--- src/hw/rtl/nkm_pkg.sv ---
// Shared types and constants of the nearest-key match pool.
// Used by nkm_cell, nkm_mod and nearest_key_match_pool; depends on nothing.
package nkm_pkg;

    localparam int Capacity  = 1024;
    localparam int KeyBits   = 31;
    localparam int CountBits = $clog2(Capacity + 1);
    localparam int TotalMod  = 1000000;
    localparam int TotalBits = 20;
    // The modulo unit multiplies by the reciprocal of TotalMod, scaled by 2^ModShift and
    // rounded up. The rounding error is below 2^20, so times any key it stays below
    // 2^ModShift and the quotient is exact.
    localparam int ModShift  = KeyBits + 20;
    localparam int RecipBits = KeyBits + 1;
    localparam int ProdBits  = KeyBits + RecipBits;
    localparam int QuotBits  = (KeyBits > 20) ? KeyBits - 19 : 1;
    localparam logic [63:0] ModRecip =
        ((64'd1 << ModShift) + 64'(TotalMod) - 64'd1) / 64'(TotalMod);
    localparam int GroupSize = 32;
    localparam int Groups    = (Capacity + GroupSize - 1) / GroupSize;

    typedef logic [KeyBits-1:0] key_t;

    typedef enum logic [1:0] {
        CELL_HOLD,
        CELL_INSERT,
        CELL_FIND,
        CELL_REMOVE
    } cell_op_t;

    // What one cell shows its neighbors. head is set only on the tie-off left of cell 0.
    typedef struct packed {
        logic head;
        logic valid;
        key_t key;
        logic lt;
        logic gtx;
        logic gtp;
        key_t gap;
    } cell_out_t;

endpackage

--- src/hw/rtl/nkm_cell.sv ---
// One slot of the sorted key chain: holds a key and its valid bit.
// Depends on nkm_pkg for the key type, the command codes and the neighbor struct.
module nkm_cell (
    input  logic               aclk,
    input  logic               aresetn,
    input  nkm_pkg::cell_op_t  cmd,
    input  nkm_pkg::key_t      x,
    input  nkm_pkg::key_t      p,
    input  nkm_pkg::cell_out_t prv,
    input  nkm_pkg::cell_out_t nxt,
    output nkm_pkg::cell_out_t self_out,
    output nkm_pkg::key_t      sel_key
);

    nkm_pkg::key_t key_reg;
    logic          valid_reg;
    nkm_pkg::key_t sel_reg;

    logic          lt;
    logic          gtx;
    logic          gtp;
    nkm_pkg::key_t gap;
    logic          pick_low;
    logic          pick_high;
    logic          rm_shift;

    always_comb begin
        lt   = valid_reg && (key_reg < x);
        gtx  = valid_reg && (key_reg > x);
        gtp  = valid_reg && (key_reg > p);
        gap  = (key_reg < x) ? (x - key_reg) : (key_reg - x);
        // Last key below x: wins unless the right neighbor is closer or exact.
        pick_low = lt && (!nxt.valid ||
                   (!nxt.lt && (nxt.gap != '0) && (gap <= nxt.gap)));
        // First key at or above x: wins when exact or strictly closer than the left one.
        pick_high = valid_reg && !lt && (!prv.valid ||
                    (prv.lt && ((gap == '0) || (gap < prv.gap))));
        // Removal takes out the last copy of p; everything above it moves left.
        rm_shift = valid_reg && (gtp ||
                   ((key_reg == p) && !(nxt.valid && !nxt.gtp)));
    end

    always_comb begin
        self_out       = '0;
        self_out.valid = valid_reg;
        self_out.key   = key_reg;
        self_out.lt    = lt;
        self_out.gtx   = gtx;
        self_out.gtp   = gtp;
        self_out.gap   = gap;
    end

    assign sel_key = sel_reg;

    always_ff @(posedge aclk) begin
        if (!aresetn) begin
            valid_reg <= 1'b0;
        end else begin
            case (cmd)
                nkm_pkg::CELL_INSERT: begin
                    if (prv.valid && prv.gtx) begin
                        valid_reg <= 1'b1;
                    end else if ((!valid_reg || gtx) &&
                                 (prv.head || (prv.valid && !prv.gtx))) begin
                        valid_reg <= 1'b1;
                    end
                end
                nkm_pkg::CELL_REMOVE: begin
                    if (rm_shift) begin
                        valid_reg <= nxt.valid;
                    end
                end
                default: ;
            endcase
        end
    end

    always_ff @(posedge aclk) begin
        case (cmd)
            nkm_pkg::CELL_INSERT: begin
                if (prv.valid && prv.gtx) begin
                    key_reg <= prv.key;
                end else if ((!valid_reg || gtx) &&
                             (prv.head || (prv.valid && !prv.gtx))) begin
                    key_reg <= x;
                end
            end
            nkm_pkg::CELL_FIND: begin
                sel_reg <= (pick_low || pick_high) ? key_reg : '0;
            end
            nkm_pkg::CELL_REMOVE: begin
                if (rm_shift) begin
                    key_reg <= nxt.key;
                end
            end
            default: ;
        endcase
    end

endmodule

--- config.mk ---
export PLATFORM = sky130hd
export DESIGN_NAME = nkm_cell
export DESIGN_NICKNAME = d
export VERILOG_FILES = /design/src/hw/rtl/nkm_pkg.sv /design/src/hw/rtl/nkm_cell.sv
export SDC_FILE = /design/constraint.sdc
export NUM_CORES = 1
export LEC_CHECK = 0
export ABC_AREA = 1
export BUFFER_PORTS_ARGS = -buffer_cell sky130_fd_sc_hd__buf_2
export CAP_MARGIN = 20
export CORE_MARGIN = 2
export CORE_UTILIZATION = 50
export CTS_CLUSTER_DIAMETER = 200
export DETAILED_ROUTE_END_ITERATION = 8
export PLACE_DENSITY = 0.77
export SYNTH_ARGS = -nofsm -noshare
export SYNTH_HDL_FRONTEND = slang
export SYNTH_SLANG_ARGS = --single-unit
--- constraint.sdc ---
create_clock -name aclk -period 5 [get_ports aclk]
set_input_delay 0.25 -clock aclk [delete_from_list [all_inputs] [get_ports aclk]]
set_output_delay 0.25 -clock aclk [all_outputs]
set_load 0.1 [all_outputs]
Word level (Yosys, flattened, before mapping)
Index checks and enable logic that the tools add are counted.
- output and inout port bits: 98
- register bits after elaboration: 63
- $lt $le $gt $ge: 5
- $add $sub $neg: 2
- reduce and logical (&&, ||, !) cells: 34
- mux-type cells: 9
- eq/ne operators: 6
- operators with widths (cell ; count):
    two-way mux 31 bit ; 4
    greater-than comparator 31 bit ; 2
    < comparator 31 bit ; 2
    case mux 31 bit (2 select lines) ; 1
    subtractor 31 bit ; 2
    == test 31 bit ; 1
    <= comparator 31 bit ; 1
    zero test 31 bit ; 1
    nonzero test 31 bit ; 1
    logical AND 1 bit ; 15
    zero test 1 bit ; 8
    logical OR 1 bit ; 7
    == test 2 bit (second input constant) ; 2
    two-way mux 1 bit ; 3
    != test 3 bit (second input constant) ; 1
    AND reduction 3 bit ; 1
    == test 2 x 1 -> 1 bit (second input constant) ; 1
    != test 2 bit (second input constant) ; 1
    case mux 1 bit (2 select lines) ; 1
    nonzero test 2 bit ; 1

Depth between registers and ports, before layout
- depth after elaboration: 8
- mapped depth: 34
- gate-level depth less buffers: 31

Worst setup path after synthesis
Ideal clock, no wire load.
- path kind: register to register
- start point: reg key_reg[2]
- end point: reg sel_reg[0] (netlist: sel_key[0]), data pin
- arrival: 5.205 ns
- cell stages (with the launch flop): 29
- data required time: 4.725 ns
- period minus slack after synthesis: 5.480 ns
- buffers on the path: 3
- path slack: -0.480 ns
- path through: edfxtp_1 ha_1 buf_6 nand2_1 nand2_2 inv_2 nand2_2 nand2_1 nand2_2 nand2_2 nand2_4 nand2_4 nand2_4 buf_4 nand2_1 nand2_1 ha_1 nand2_1 o21ai_0 and2_1 nor2_1 o21ai_0 a21oi_1 o21a_1 o21ai_0 a21boi_0 o21ai_0 clkbuf_1 a21oi_2
- RTL lines (element ; RTL line ; source):
    start, declared ; nkm_cell.sv:15 ; nkm_pkg::key_t key_reg;
    start signal, assigned ; nkm_cell.sv:82 ; key_reg <= prv.key;
    start signal, assigned ; nkm_cell.sv:93 ; key_reg <= nxt.key;
    end signal, assigned ; nkm_cell.sv:89 ; sel_reg <= (pick_low || pick_high) ? key_reg : '0;
    end, declared ; nkm_cell.sv:17 ; nkm_pkg::key_t sel_reg;

Worst setup path in the final report
- start point: reg key_reg[21]
- end point: reg sel_reg[12] (netlist: sel_key[12]), data pin
- word-level cells in the longest chain between the ends: 8
- elaborated cells on any way between the ends: 18
- classes of those cells: 2 x add/sub; 3 x order compare; 1 x mux; 12 x reduce/logical
- RTL lines (element ; RTL line ; source):
    subtractor 31 bit / < comparator 31 bit (equally long branches) ; nkm_cell.sv:31, nkm_cell.sv:28 ;
    two-way mux 31 bit ; nkm_cell.sv:31 ; gap = (key_reg < x) ? (x - key_reg) : (key_reg - x);
    < comparator 31 bit / zero test 31 bit (equally long branches) ; nkm_cell.sv:37 ; (prv.lt && ((gap == '0) || (gap < prv.gap))));
    logical OR 1 bit ; nkm_cell.sv:37 ;
    logical AND 1 bit ; nkm_cell.sv:37 ;
    logical OR 1 bit ; nkm_cell.sv:36 ; pick_high = valid_reg && !lt && (!prv.valid ||
    logical AND 1 bit ; nkm_cell.sv:36 ;
    logical OR 1 bit (*) ; nkm_cell.sv:89 ;
Every way passes the cells marked *; elsewhere a longest branch is shown, timed or not.
A chain may end at the register's enable or synchronous reset.

==> reports/summary.md <==
In this run, synthesis inferred 62 flip-flops with an integrated enable. The final estimated routing congestion in global placement was 0.973. The highest metal layer carrying signal wires in the routed design is met4. The run gives 0 as the total global routing overflow.

TritonCTS created 9 clock buffers. The tools report the worst-case hold path end point as valid_reg. Measured in cells, the most critical reg-to-reg path has a length of 26. The run gives 5090 ps as the required arrival time at the worst endpoint.

The total iterations of the first detailed-routing run came out at 6. The count of antenna diodes in the layout was 0. The clock net in this run drives a total of 63 sinks.

The routed design uses 16,500 um of met2 wire. For the worst setup path, the data arrival time is 4750 ps. The headroom to the max-slew limit came out at 0.368. The tools report the startpoint type of the worst setup path as a register. The initial DRC count came out at 894. For this run, the leading register cell type out of synthesis is sky130_fd_sc_hd__edfxtp_1. The average vias per placed instance came out at 5.16.

The maximum number of pins on one net before global-route repair was 65. The run finished with clean final reports. The cell occurring most often along the worst timing path is sky130_fd_sc_hd__nand2_1. The width of the die works out to 150 um.

Total track usage: 0.312. During placement, the flow inserted port buffers numbering 293. The critical path's largest stage delay is 490 ps, and the average cell area after synthesis is 6.03 um2. The number of ports placed on the die boundary came out at 298. The sequential cell area fraction in the yosys report is 0.177.

The number of instances in the synthesized netlist was 1,764; the cell area after layout was 13,000 um2. The tools report the CTS H-tree depth as 3. The antenna violation net count after detailed routing is 0, and the detail-routed net length per standard cell is 15.5 um. The final layout contains 2,420 nets.

STA classifies the critical path endpoint as a register. The starting utilization of the core area was 0.507. Yosys printed 0 warnings. The tools report the capture point of the worst reg-to-reg path as sel_key[12]. The run gives 0 as the number of endpoints with negative hold slack in the final report.

The biggest area contributor in the post-synthesis netlist is sky130_fd_sc_hd__nand2_1. The tools report the number of max-capacitance violations reported as 0. The combined buffer and inverter count along the critical path was 7. Startpoint of the lowest-slack register-to-register path: key_reg[21]. The number of antenna violations at the first check in global routing was 0; the met3 layer wire length in the routed design was 3070 um. After clock tree synthesis, the clock-pin slew on the worst setup and hold paths is 60 ps. The largest driver fanout on the critical path was 16; the leakage power of the design was 7.72 nW. The wire length of the first global-routing pass is 54,600 um, and the portion of synthesized cell area occupied by the leading cell type is 0.228. TritonCTS built the clock tree. Met1 wire length: 15,300 um.

The via count of the first global-routing pass was 11,124; the die span in y was 150 um. The DRC violations left was 0; the worst hold path cell count was 3. Setup violations remaining at the end of the flow were counted as 0. The fill cell total of the finished layout came out at 2,033. The routed layout has 12,088 vias. The final-report max-slew violation count is 0, and the clock network latency to the later pin of the worst-skew pair is 350 ps.

The core region is 21,000 um2. The synthesized netlist net count is 2,120. The mapped netlist covers 10,600 um2. By area the synthesized netlist is led by sky130_fd_sc_hd__nand2_1 (23%), sky130_fd_sc_hd__ha_1 (18%), sky130_fd_sc_hd__edfxtp_1 (18%). For the pin with the worst max-slew slack, the measured transition is 946 ps. Ratio of cells with drive above 1 in the final layout: 0.216.

The critical path class was register to register. The total internal power came out at 1.77 mW. The worst path in the final design needs a cycle of 4660 ps, including I/O delays and setup. CTS placed an instance of sky130_fd_sc_hd__clkbuf_16 at the clock tree root. Power comes to 4.21 mW. The net switching share of the total power came out at 0.579.

In this run the power spent charging and discharging nets is 2.44 mW. The floorplan has 53 rows. The power per standard cell area works out to 324 nW/um2. Detailed placement finished with a half-perimeter wire length of 30,100 um. IR analysis of the VDD net gives a maximum drop of 0.000214 V. The timing-limited maximum frequency was 215 MHz; the combinational power share was 0.686.

Counting buffers and inverters, the worst setup path is 26 cells deep. The routed design has 36,400 um of wire. In this run the most critical hold path is launched from aresetn.

The slowest stage of the critical path is the sky130_fd_sc_hd__edfxtp_1 cell. Counting along the longest clock path gives a buffer depth of 2. The path class of the tightest hold or removal check is input port to register. After detailed placement, the total cell area comes to 12,500 um2.

Final critical-path share of the clock period: 0.931. Counting flops and latches in the post-synthesis netlist gives 63. On the final layout, the worst clock skew is 9.23 ps. The full die area was 22,500 um2; the fraction of power consumed by sequential logic was 0.161. The run gives 0.153 as the clock network fraction of total power. The share of synthesized flip-flops with an asynchronous set or reset is 0. Broken down by cell family, the worst path's largest delay share belongs to simple AND/OR/NAND/NOR gates. The run gives 340 ps as the slack of the worst reg-to-reg path. Synthesis instantiated 45 different standard cells from the library.

From synthesis to final layout, the design area changed by 22.0%.
==> worst max path at each step <==
stage,startpoint,endpoint,slack [ps]
2_1_floorplan,key_reg[2],sel_key[0],30
3_3_place_gp,key_reg[0],sel_key[17],450
3_5_place_dp,key_reg[0],sel_key[17],340
4_1_cts,key_reg[0],sel_key[17],320
5_1_grt,key_reg[21],sel_key[8],-50
6_report,key_reg[21],sel_key[12],340
==> stage by stage <==
step	hold WS [ps]	TNS, ps	setup slack [ps]	instances	utilization
6_report	142	0	343	2344	0.619
5_1_grt	152	-795	-46.8	2344	0.619
4_1_cts	145	0	323	2338	0.610
3_5_place_dp	495	0	343	2322	0.596
3_3_place_gp	485	0	447	2322	0.596
2_1_floorplan	376	0	27.4	1764	-
==> timing repair <==
item,in CTS,in global routing
endpoints found under the setup margin,0,31
setup buffers,0,2
hold buffers,0,0
gates resized for setup,0,29
==> cell usage in the layout, fill, tap and decap left out, drive strengths merged <==
| cell | netlist | layout |
|---|---|---|
| o221ai | 4 | 4 |
| or2 | 1 | 1 |
| a21o | 2 | 2 |
| a21boi | 1 | 1 |
| o211ai | 3 | 3 |
| nand2 | 664 | 664 |
| edfxtp | 62 | 62 |
| fa | 2 | 2 |
| clkinvlp | 0 | 2 |
| nand3 | 87 | 87 |
| conb | 1 | 1 |
| o21bai | 2 | 2 |
| ha | 154 | 154 |
| or4 | 1 | 1 |
| inv | 396 | 395 |
| and2 | 3 | 3 |
| a211oi | 4 | 4 |
| a41oi | 1 | 1 |
| o21ai | 12 | 12 |
| o21a | 6 | 6 |
| or3 | 2 | 2 |
| nor4 | 4 | 4 |
| xnor2 | 6 | 6 |
| nor2 | 113 | 113 |
| xor2 | 15 | 15 |
| dfxtp | 1 | 1 |
| clkinv | 4 | 8 |
| a31oi | 32 | 32 |
| o31ai | 1 | 1 |
| clkbuf | 15 | 12 |
| nand4 | 34 | 34 |
| bufinv | 0 | 1 |
| buf | 16 | 318 |
| nor4b | 2 | 2 |
| a21oi | 105 | 105 |
| nor3 | 8 | 8 |
==> routing by layer <==
layer,vias up,track usage
met3,82,0.0387
met4,0,0.131
met5,-,0
met2,553,0.523
li1,6092,-
met1,5361,0.404
==> layout make-up <==
class | count | area (um2) | area share
multi-input cells | 1270 | 7190 | 0.554
repair buffers | 320 | 1770 | 0.136
inverters | 400 | 1510 | 0.116
well taps | 275 | 344 | 0.0265
flip-flops and latches | 63 | 1880 | 0.145
clock buffers | 10 | 229 | 0.0177
clock inverters | 6 | 61.3 | 0.00473
==> worst register-to-register path, stage by stage (launching register included) <==
cell	delay (ps)
sky130_fd_sc_hd__edfxtp_1	490
sky130_fd_sc_hd__ha_2	490
sky130_fd_sc_hd__nand2_2	120
sky130_fd_sc_hd__inv_2	70
sky130_fd_sc_hd__nand2_1	50
sky130_fd_sc_hd__nand2_1	140
sky130_fd_sc_hd__clkinv_1	80
sky130_fd_sc_hd__nand2_1	80
sky130_fd_sc_hd__nand2_2	60
sky130_fd_sc_hd__nand2_4	90
sky130_fd_sc_hd__inv_2	70
sky130_fd_sc_hd__nand2_4	190
sky130_fd_sc_hd__buf_4	240
sky130_fd_sc_hd__nand2_1	70
sky130_fd_sc_hd__nand2_1	120
sky130_fd_sc_hd__inv_1	100
sky130_fd_sc_hd__ha_1	300
sky130_fd_sc_hd__nand2_1	70
sky130_fd_sc_hd__nor2_1	200
sky130_fd_sc_hd__nand2_1	80
sky130_fd_sc_hd__o21a_1	200
sky130_fd_sc_hd__o21ai_0	140
sky130_fd_sc_hd__a21boi_0	110
sky130_fd_sc_hd__buf_4	180
sky130_fd_sc_hd__o21ai_4	330
sky130_fd_sc_hd__buf_6	260
sky130_fd_sc_hd__a21oi_2	80
==> synthesized netlist by cell type (all sizes together), types with 2 or more instances <==
cell and n:
nand2 664, inv 396, ha 154, nor2 113, a21oi 105, nand3 87
edfxtp 62, nand4 34, a31oi 32, buf 16, clkbuf 15, xor2 15
o21ai 12, nor3 8, o21a 6, xnor2 6, a211oi 4, clkinv 4
nor4 4, o221ai 4, and2 3, o211ai 3, a21o 2, fa 2
nor4b 2, o21bai 2, or3 2
==> cells by family (layout without fill, tap and decap cells) <==
family                     count (synthesis)  count (layout)  synth area share
buffers and inverters                    431             736             0.160
adders and majority gates                156             156             0.185
DFF                                       63              63             0.177
xor gates and xnor gates                  21              21            0.0173
and+or+nand+nor                          919             919             0.357
other                                      1               1          0.000353
AOI/OAI and AO/OA                        173             173             0.103
==> power groups by stage <==
stage,Combinational [mW],Sequential (mW),Clock (mW)
3_5_place_dp,2.82,0.683,0
5_1_grt,3.15,0.679,0.660
2_1_floorplan,1.91,0.950,0
3_3_place_gp,2.77,0.683,0
6_report,2.89,0.676,0.643
4_1_cts,2.83,0.673,0.635
(Power assumes the default switching activity.)
