### config.mk
export PLATFORM = sky130hd
export DESIGN_NAME = nkm_mod
export DESIGN_NICKNAME = d
export VERILOG_FILES = /design/src/hw/rtl/nkm_pkg.sv /design/src/hw/rtl/nkm_mod.sv
export SDC_FILE = /design/constraint.sdc
export NUM_CORES = 1
export LEC_CHECK = 0
export BUFFER_PORTS_ARGS = -buffer_cell sky130_fd_sc_hd__buf_2
export CELL_PAD_IN_SITES_DETAIL_PLACEMENT = 1
export CELL_PAD_IN_SITES_GLOBAL_PLACEMENT = 1
export CORE_MARGIN = 2
export CORE_UTILIZATION = 52
export DETAILED_ROUTE_END_ITERATION = 10
export PLACE_DENSITY = 0.89
export REMOVE_ABC_BUFFERS = 1
export SETUP_SLACK_MARGIN = 0.05
export SYNTH_ARGS = -nofsm -noshare
export SYNTH_HDL_FRONTEND = slang
export SYNTH_SLANG_ARGS = --single-unit
### constraint.sdc
create_clock -name aclk -period 8.4 [get_ports aclk]
set_input_delay 1.26 -clock aclk [delete_from_list [all_inputs] [get_ports aclk]]
set_output_delay 1.26 -clock aclk [all_outputs]
set_load 0.01 [all_outputs]
### src/hw/rtl/nkm_pkg.sv
// Shared types and constants of the nearest-key match pool.
// Used by nkm_cell, nkm_mod and nearest_key_match_pool; depends on nothing.
package nkm_pkg;

    localparam int Capacity  = 1024;
    localparam int KeyBits   = 31;
    localparam int CountBits = $clog2(Capacity + 1);
    localparam int TotalMod  = 1000000;
    localparam int TotalBits = 20;
    // The modulo unit multiplies by the reciprocal of TotalMod, scaled by 2^ModShift and
    // rounded up. The rounding error is below 2^20, so times any key it stays below
    // 2^ModShift and the quotient is exact.
    localparam int ModShift  = KeyBits + 20;
    localparam int RecipBits = KeyBits + 1;
    localparam int ProdBits  = KeyBits + RecipBits;
    localparam int QuotBits  = (KeyBits > 20) ? KeyBits - 19 : 1;
    localparam logic [63:0] ModRecip =
        ((64'd1 << ModShift) + 64'(TotalMod) - 64'd1) / 64'(TotalMod);
    localparam int GroupSize = 32;
    localparam int Groups    = (Capacity + GroupSize - 1) / GroupSize;

    typedef logic [KeyBits-1:0] key_t;

    typedef enum logic [1:0] {
        CELL_HOLD,
        CELL_INSERT,
        CELL_FIND,
        CELL_REMOVE
    } cell_op_t;

    // What one cell shows its neighbors. head is set only on the tie-off left of cell 0.
    typedef struct packed {
        logic head;
        logic valid;
        key_t key;
        logic lt;
        logic gtx;
        logic gtp;
        key_t gap;
    } cell_out_t;

endpackage

### src/hw/rtl/nkm_mod.sv
// Remainder of a match cost modulo the total's modulus by reciprocal multiplication:
// the quotient is registered first, then the remainder. Depends on nkm_pkg.
module nkm_mod (
    input  logic                          aclk,
    input  logic                          aresetn,
    input  logic                          start,
    input  nkm_pkg::key_t                 value,
    output logic                          done,
    output logic [nkm_pkg::TotalBits-1:0] rem
);

    logic [nkm_pkg::ProdBits-1:0]  prod;
    nkm_pkg::key_t                 val_reg;
    logic [nkm_pkg::QuotBits-1:0]  quot_reg;
    nkm_pkg::key_t                 quot_scaled;
    logic [nkm_pkg::TotalBits-1:0] rem_reg;
    logic                          busy_reg;
    logic                          done_reg;

    assign prod = nkm_pkg::ProdBits'(value) * nkm_pkg::ProdBits'(nkm_pkg::ModRecip);
    assign quot_scaled = nkm_pkg::key_t'(quot_reg) * nkm_pkg::key_t'(nkm_pkg::TotalMod);
    assign done = done_reg;
    assign rem  = rem_reg;

    always_ff @(posedge aclk) begin
        if (!aresetn) begin
            busy_reg <= 1'b0;
            done_reg <= 1'b0;
        end else begin
            busy_reg <= start;
            done_reg <= busy_reg;
        end
    end

    always_ff @(posedge aclk) begin
        if (start) begin
            val_reg  <= value;
            quot_reg <= prod[nkm_pkg::ModShift +: nkm_pkg::QuotBits];
        end
        if (busy_reg) begin
            rem_reg <= nkm_pkg::TotalBits'(val_reg - quot_scaled);
        end
    end

endmodule

# --- After elaboration in Yosys (flattened, before gate mapping) ---
# Index checks and enable logic that the tools add are counted.
word_totals:
  inputBits: 34
  word_cells: 8
  output_inout_bits: 21
  register_bits: 54
op_classes:
  mul: 2
  add_sub_neg: 1
ops:
  columns: ["operator", "n"]
  rows:
  - ["31-bit by 31-bit multiplier with 62-bit output, second input constant", 1]
  - ["20-bit subtractor", 1]
  - ["12-bit by 14-bit multiplier with 14-bit output, second input constant", 1]

# --- Depth between registers and ports, before layout ---
# Gate-level depths: netlist of run 1.
logic_depth:
  depth_word: 2
  ltp_mapped: 26

# --- Least setup slack after synthesis of run 1 ---
# OpenSTA, ideal clock, no wires.
synth_path:
  path_type: "input to register"
  startpoint: "input port value[19]"
  endpoint: "register quot_reg[11] in the netlist's numbering (data pin)"
  required_ps: 8266
  n_path_buf: 0
  setup_ps: 134
  setup_slack_ps: 812
  path_stages: 25
  arrival_ps: 7453
  path_cell_list: "inv_1 > fa_1 > inv_1 > fa_1 > inv_1 > fa_1 > fa_1 > inv_1 > fa_1 > fa_1 > fa_1 > inv_1 > fa_1 > inv_1 > ha_1 > nand2_1 > nor2_1 > a221oi_2 > nand3_1 > a31o_1 > a2111o_1 > nand2_2 > o21ai_2 > or4_1 > nand3_1"
synth_via:
  elab_chain_len: 1
synth_rtl:
  columns: ["element", "line_no", "text"]
  rows:
  - ["from (decl)", "nkm_mod.sv:7", "input nkm_pkg::key_t value,"]
  - ["31-bit by 31-bit multiplier with 62-bit output", "nkm_mod.sv:20", "assign prod = nkm_pkg::ProdBits'(value) * nkm_pkg::ProdBits'(nkm_pkg::ModRecip);"]
  - ["named net prod, one bit", "nkm_mod.sv:12", "logic [nkm_pkg::ProdBits-1:0] prod;"]
  - ["to (signal assigned)", "nkm_mod.sv:38", "quot_reg <= prod[nkm_pkg::ModShift +: nkm_pkg::QuotBits];"]
  - ["to (decl)", "nkm_mod.sv:14", "logic [nkm_pkg::QuotBits-1:0] quot_reg;"]
# The timed path passes the listed nets, and every way through them passes these cells.
# A chain may end at the register's enable or synchronous reset.

# --- Worst setup path in the final report of run 1 ---
layout_path:
  startpoint: "input port value[9]"
  endpoint: "register quot_reg[4] in the netlist's numbering (data pin)"
# The elaborated chain is that of the path after synthesis.

==> out/metrics.cfg, run 1 <==
[yosys]
yosys_warnings = 0
synthCells = 1583
ys_seq_area_share_pct = 9.07
synth_area_leaders = fa_1, ha_1, inv_1
yosysMostFrequentCell = inv_1
synth-main-ff-cell = edfxtp_1
synth_edf_count = 52
syn_area_um2 = 17700
synth.distinct_cells = 54
synth_top_area_share_pct = 41.7
async_reset_ff_share_pct = 0
syn_area_per_cell_um2 = 11.2
ys_ff_latch = 54
synth_area_leader_cell = fa_1
synth_common_cells = inv_1, ha_1, fa_1

[hold_path]
holdPathStages = 0
hold_class = reg -> reg

[floorplanning]
fp.dieH_um = 188
dieWidth_um = 188
start_util_pct = 52.8
pin_count = 55
dieArea_um2 = 35400
rows = 67
coreArea_um2 = 33400

[timing]
drv_slew = 0
fin_skew_ns = 0.0159
hold_viol = 0
worstMarginPinSlew_ns = 0.876
fin_hold_ws_ns = 0.421
fmax_mhz = 122
setup_violations = 0
period_share_pct = 98.0
fin_crit_ns = 8.23
max_slew_margin_pct = 41.5
grt_setup_unrepaired = true
fin_ws_ns = 0.172

[drt]
finalWirelength_um = 56400
drtIter0Drc = 756
drtAntennaViolNets = 0
wl_per_cell_um = 26.2
firstDrtPassIters = 5
drc = 0
via_per_inst = 5.74
via_count = 12353

[setup_path]
endpoint_kind = register
cp-startpoint = value[9]
reg2reg_slack_ns = 4.10
r2r_end = rem[19]
endpoint = quot_reg[4]
ff2ff_path_depth = 12
path_class = in -> reg
cp.arrival_ns = 8.29
startpoint_type = primary input
cp.required_ns = 8.46
cp_max_fo = 3
r2r-start = quot_reg[1]

[cells_and_area]
fill_cells = 3603
post-route-cell-area_um2 = 19200
antenna_cells = 0
nets = 2512
syn_to_final_growth_pct = 8.56
drive_above_1_share_pct = 8.92
layout.cells.non_filler = 2152

[placed_design]
placed_cell_area_um2 = 18900
port_buffers = 54
gp_congestion = 0.925
place_inst = 2138
hpwl_um = 49700
pre_cts_slack_ns = -0.235

[clock_network]
cts_hold_buf = 0
clk_path_buf_depth = 2
numCtsBuffers = 5
clk_root_buffer_cell = clkbuf_16
cts_tree = done
htree_levels = 2
clk_pin_slew_ns = 0.08
insertion_delay_ns = 0.30
cts.sinks = 54

[global_routing]
grt.total_usage_pct = 32.7
grt_pass1_vias = 15125
grt_antenna_before_repair = 1
grt_pass1_wl_um = 85900
overflow = 0
grt_max_degree = 34

[status]
outcome = completed

[flow_run]
cap_violations = 0

[logic make-up (layout without fill, tap and decap cells)]
family,after synthesis,in the layout,synth area share (%)
adder cells (fa/ha/maj),775,775,70.6
buffers and inverters,486,607,10.3
AND/OR/NAND/NOR,109,109,3.03
AO/OA/AOI/OAI,101,101,4.10
XOR/XNOR,57,57,2.83
flip-flops,54,54,9.07
multiplexers,1,1,0.0567
[how the worst min path moves through the flow]
stage                     from     end
CTS                 val_reg[2]  rem[2]
global route        val_reg[2]  rem[2]
detailed placement  val_reg[2]  rem[2]
finish              val_reg[2]  rem[2]
global placement    val_reg[2]  rem[2]
floorplan           val_reg[0]  rem[0]
[worst max-delay path, stage by stage]
cell	delay [ns]
buf_2	0.15
inv_1	0.14
fa_1	0.53
inv_1	0.08
fa_1	0.55
inv_1	0.10
fa_1	0.48
fa_1	0.55
inv_1	0.06
ha_1	0.29
fa_1	0.48
fa_1	0.53
inv_1	0.07
fa_1	0.55
inv_1	0.06
ha_1	0.29
nand2_1	0.15
nor3_1	0.24
o211ai_1	0.15
o21ai_0	0.28
buf_4	0.21
a21oi_1	0.14
a31oi_1	0.23
o21ai_0	0.17
a21boi_2	0.23
mux2i_1	0.21
nand2_1	0.06
[area by class of cell]
class	instances	area (um2)	share of cell area, %
flip-flops and latches	54	1600	8.36
clock inverters	3	47.5	0.248
clock buffers	5	125	0.653
well taps	448	561	2.92
repair buffers	114	728	3.80
inverters	485	1830	9.56
multi-input cells	1043	14300	74.5
[through the flow]
stage | utilization [%] | setup TNS, ns
floorplan | - | 0
global placement | 56.5 | 0
detailed placement | 56.5 | -1.03
CTS | 57.0 | 0
global route | 57.3 | -0.130
finish | 57.3 | 0
[per-layer routing]
| layer | vias up | wire length [um] | track usage [%] |
|---|---|---|---|
| met5 | - | 11 | 0 |
| met3 | 260 | 3410 | 4.10 |
| met2 | 582 | 28800 | 58.9 |
| met4 | 2 | 3950 | 19.4 |
| met1 | 6359 | 20200 | 37.3 |
| li1 | 5150 | - | - |
[placed cells by master (no fill, tap or decap), types with 2 or more instances in the layout]
cell / instances
a211oi_2: 4
a21boi_0: 4
a21o_1: 15
a21oi_1: 21
a21oi_2: 2
a21oi_4: 2
a221oi_1: 2
a22oi_1: 6
and2_1: 6
and4_1: 2
buf_2: 51
buf_4: 60
clkbuf_16: 5
clkbuf_4: 3
clkinvlp_4: 3
dfxtp_1: 2
edfxtp_1: 52
fa_1: 368
ha_1: 407
inv_1: 482
nand2_1: 25
nand2b_1: 2
nand3_1: 12
nand4_1: 5
nor2_1: 28
nor2b_1: 7
nor3_1: 6
nor3_2: 2
o211ai_1: 3
o21a_1: 4
o21ai_0: 14
o21ai_1: 4
o21bai_1: 5
or2_2: 6
xnor2_1: 32
xor2_1: 25
[timing repair]
action	CTS	global route
setup endpoints to repair	0	8
buffers inserted	0	6
resized for setup	0	14
Power of run 1 is not shown: default switching activity piles up to over one toggle a cycle in this logic, so the estimate is an artifact.
==> inputs of run 2 (changes only) <==
--- a/config.mk
+++ b/config.mk
@@ -11,6 +11,7 @@
 export CORE_MARGIN = 2
 export CORE_UTILIZATION = 52
 export DETAILED_ROUTE_END_ITERATION = 10
+export MAX_ROUTING_LAYER = met4
 export PLACE_DENSITY = 0.89
 export REMOVE_ABC_BUFFERS = 1
 export SETUP_SLACK_MARGIN = 0.05
==> run 2 against run 1 <==
Against the previous run:
- first-iteration DRC count shrank 12%
- via count shrank 1.2%
- sequential share of layout area is essentially flat
- routed wire length shrank 2.7%
- largest cell class unchanged
- cell area shrank 0.14%
- fmax grew 0.30%
- final cell count is essentially flat
- non-clock buffer count shrank 2
- global-route usage grew 0.82 points
- hold slack is essentially flat
- critical path depth shrank 2
- flip-flop and latch count is the same
==> out/metrics.cfg, run 2 (synthesized netlist as in run 1, its figures left out) <==
[status]
outcome = completed

[timing]
fin_skew_ns = 0.00953
worstMarginPinSlew_ns = 0.886
grt_setup_unrepaired = true
fin_hold_ws_ns = 0.420
drv_slew = 0
fin_crit_ns = 8.20
fmax_mhz = 122
max_slew_margin_pct = 40.9
hold_viol = 0
setup_violations = 0
period_share_pct = 97.7

[setup_path]
cp_num_buf_inv = 6
max_stage_delay_ns = 0.58
r2r-start = quot_reg[0]
cp_top_family = adder cells
cp-startpoint = value[24]
cp.arrival_ns = 8.37
cp.required_ns = 8.57
startpoint_type = primary input
endpoint_kind = register
path_class = in -> reg
cp_slowest_cell = fa_1
crit_top_cell = fa_1
cp_max_fo = 7

[flow_run]
cap_violations = 0

[cells_and_area]
mostFrequentLayoutCells = inv_1, ha_1, fa_1
layout_commonest_cell = inv_1
drive_above_1_share_pct = 8.75
post-route-cell-area_um2 = 19100
nets = 2510
syn_to_final_growth_pct = 8.41

[floorplanning]
coreArea_um2 = 33400
fp.dieH_um = 188
start_util_pct = 52.8
pin_count = 55
dieWidth_um = 188
rows = 67
dieArea_um2 = 35400

[placed_design]
placed_cell_area_um2 = 18900
port_buffers = 54
hpwl_um = 49400
gp_congestion = 0.939

[clock_network]
clk_path_buf_depth = 2
cts.sinks = 54
clk_root_buffer_cell = clkbuf_16
clk_pin_slew_ns = 0.08
numCtsBuffers = 5
htree_levels = 2
cts_tree = done
insertion_delay_ns = 0.29

[drt]
firstDrtPassIters = 5
top_layer_used = met4
dr_wl_met2_um = 27600
drtAntennaViolNets = 0
drtIter0Drc = 667
via_per_inst = 5.67
drc = 0
wl_met3_um = 3560
via_count = 12204
finalWirelength_um = 54900
wl_met1_um = 19400
wl_per_cell_um = 25.5

[global_routing]
grt_pass1_wl_um = 85400
grt_pass1_vias = 15198
grt.total_usage_pct = 33.6
grt_antenna_before_repair = 2
overflow = 0
grt_max_degree = 34

[hold_path]
hold_class = reg -> reg
min-delay-start = val_reg[2]

[run 2: routing by layer]
metal / vias up / track usage [%]
met2: 535 / 57.3
met3: 273 / 6.59
met1: 6246 / 35.7
met4: 0 / 21.4
met5: - / -
li1: 5150 / -
[run 2: area by class of cell]
type	instances	area, um2
clock inverter	3	28.8
timing repair buffer	112	716
fill	3564	14300
inverter	485	1830
clock buffer	5	125
tap	448	561
antenna	3	7.51
multi-input combinational	1043	14300
sequential	54	1600
[run 2: final timing paths]
kind / end / slack [ns] / depth (start not counted)
max reg2reg: rem[19] / 4.26 / 12
min: rem[2] / 0.42 / 0
max: quot_reg[11] / 0.20 / 25
min reg2reg: rem[2] / 0.42 / 0
[run 2: timing repair]
item	4_1_cts	5_1_grt
pin swaps	1	3
hold buffers	0	0
buffers inserted	0	6
gates resized for setup	1	14
setup endpoints to repair	2	8
[run 2: metrics by stage]
stage	cells	worst slack (ns)	utilization (%)	setup TNS [ns]
3_5_place_dp	2136	-0.318	56.4	-1.07
6_report	2153	0.196	57.2	0
3_3_place_gp	2136	0.160	56.4	0
2_1_floorplan	1582	0.812	-	0
4_1_cts	2144	0.0776	56.9	0
5_1_grt	2153	-0.0229	57.2	-0.0457
[run 2: worst reg2reg max path, delay by kind of cell, from the launching register on]
| family | cells | cell delay [ns] |
|---|---|---|
| fa+ha+maj | 6 | 2.60 |
| compound gates | 2 | 0.27 |
| buf+inv | 2 | 0.22 |
| xor+xnor | 2 | 0.29 |
| flops | 1 | 0.52 |
Power of run 2 is left out for the same reason.
==> inputs of run 3 (changes only) <==
--- a/config.mk
+++ b/config.mk
@@ -12,7 +12,7 @@
 export CORE_UTILIZATION = 52
 export DETAILED_ROUTE_END_ITERATION = 10
 export MAX_ROUTING_LAYER = met4
-export PLACE_DENSITY = 0.89
+export PLACE_DENSITY = 0.92
 export REMOVE_ABC_BUFFERS = 1
 export SETUP_SLACK_MARGIN = 0.05
 export SYNTH_ARGS = -nofsm -noshare
==> run 3 against run 2 <==
Against the previous run:
- core utilization down 0.10 points
- sequential share of layout area about the same
- non-clock buffer count down 2
- global-route usage up 1.5 points
- final cell count down 0.23%
- flip-flop and latch count unchanged
- hold slack better by 0.0022 ns
- first-iteration DRC count up 15%
- fmax down 0.45%
- clock skew up 0.0047 ns
- largest cell class unchanged
- highest routed layer unchanged
==> out/metrics.cfg, run 3 (synthesized netlist as in run 1, its figures left out) <==
[setup_path]
path_class = in -> reg
cp.required_ns = 8.56
endpoint_kind = register
startpoint_type = primary input
cp-startpoint = value[21]
cp_max_fo = 7
r2r-start = quot_reg[1]
cp.arrival_ns = 8.40

[global_routing]
grt_pass1_vias = 15375
grt_busiest_layer = met2
grt_antenna_before_repair = 0
overflow = 0
globalRouteMet2Util_pct = 60.8
grt_max_degree = 34
grt.total_usage_pct = 35.1
grt_pass1_wl_um = 88700
met3_usage_pct = 5.42
use_met1_pct = 37.9

[timing]
setup_violations = 0
period_share_pct = 98.1
worstMarginPinSlew_ns = 0.885
fmax_mhz = 121
max_slew_margin_pct = 40.9
drv_slew = 0
tns_ns = 0
fin_skew_ns = 0.0143
hold_viol = 0
fin_hold_ws_ns = 0.423
fin_crit_ns = 8.24

[clock_network]
cts.sinks = 54
cts_hold_buf = 0
clk_pin_slew_ns = 0.08
insertion_delay_ns = 0.30
numCtsBuffers = 5
htree_levels = 2
clk_root_buffer_cell = clkbuf_16
cts_tree = done
clk_path_buf_depth = 2

[floorplanning]
start_util_pct = 52.8
pin_count = 55
dieArea_um2 = 35400
dieWidth_um = 188
rows = 67
coreArea_um2 = 33400
fp.dieH_um = 188

[placed_design]
port_buffers = 54
placed_cell_area_um2 = 18900
gp_congestion = 0.971
place_inst = 2138
hpwl_um = 51500

[drt]
finalWirelength_um = 57100
firstDrtPassIters = 5
drtAntennaViolNets = 0
drtIter0Drc = 764
via_count = 12317
via_per_inst = 5.73
wl_per_cell_um = 26.6
drc = 0

[cells_and_area]
mostFrequentLayoutCells = inv_1, ha_1, fa_1
layout.cells.non_filler = 2148
fill_cells = 3548
layout_commonest_cell = inv_1
nets = 2508
syn_to_final_growth_pct = 8.21
drive_above_1_share_pct = 8.47
post-route-cell-area_um2 = 19100
antenna_cells = 0

[status]
outcome = completed

[hold_path]
hold_class = reg -> reg
min-delay-start = val_reg[2]

[flow_run]
cap_violations = 0

## run 3: cell type report
class,count,area (um2),share of cell area [%]
Clock inverter,3,42.5,0.223
Multi-Input combinational cell,1043,14300,74.6
Tap cell,448,561,2.93
Timing Repair Buffer,110,691,3.62
Sequential cell,54,1600,8.38
Clock buffer,5,125,0.655
Inverter,485,1820,9.55
## run 3: routing by layer
| layer | vias up | wire length [um] |
|---|---|---|
| met5 | - | 0 |
| met4 | 0 | 4240 |
| met3 | 279 | 3530 |
| met1 | 6353 | 20300 |
| li1 | 5140 | - |
| met2 | 545 | 29000 |
## run 3: per-stage QoR
stage	setup slack, ns	util, %
floorplan	0.812	-
global placement	0.256	56.5
detailed placement	-0.327	56.5
CTS	0.0587	57.0
global route	-0.0150	57.1
finish	0.159	57.1
## run 3: worst paths after layout
path,slack (ns),end,depth (start not counted)
setup / recovery,0.16,quot_reg[11],25
hold reg to reg,0.42,rem[2],0
hold / removal,0.42,rem[2],0
setup reg to reg,4.31,rem[19],12
## run 3: what timing repair did
item | in CTS | in global routing
gates resized for setup | 1 | 7
pin swaps | 0 | 2
buffers inserted | 0 | 2
setup endpoints to repair | 1 | 6
## run 3: critical path, cell delays in order
cell and delay, ns:
buf_2 0.24, inv_1 0.22, fa_1 0.58, inv_1 0.08
fa_1 0.52, inv_1 0.07, fa_1 0.45, fa_1 0.48
fa_1 0.56, inv_1 0.09, fa_1 0.47, fa_1 0.48
ha_1 0.30, ha_1 0.34, a21oi_1 0.16, nand2_1 0.09
a21oi_2 0.32, a2111oi_2 0.12, buf_4 0.18, a31o_1 0.20
a2111o_1 0.46, nand2_2 0.11, o21ai_2 0.08, or4_1 0.42
nand3_1 0.10
Power of run 3 is left out for the same reason.
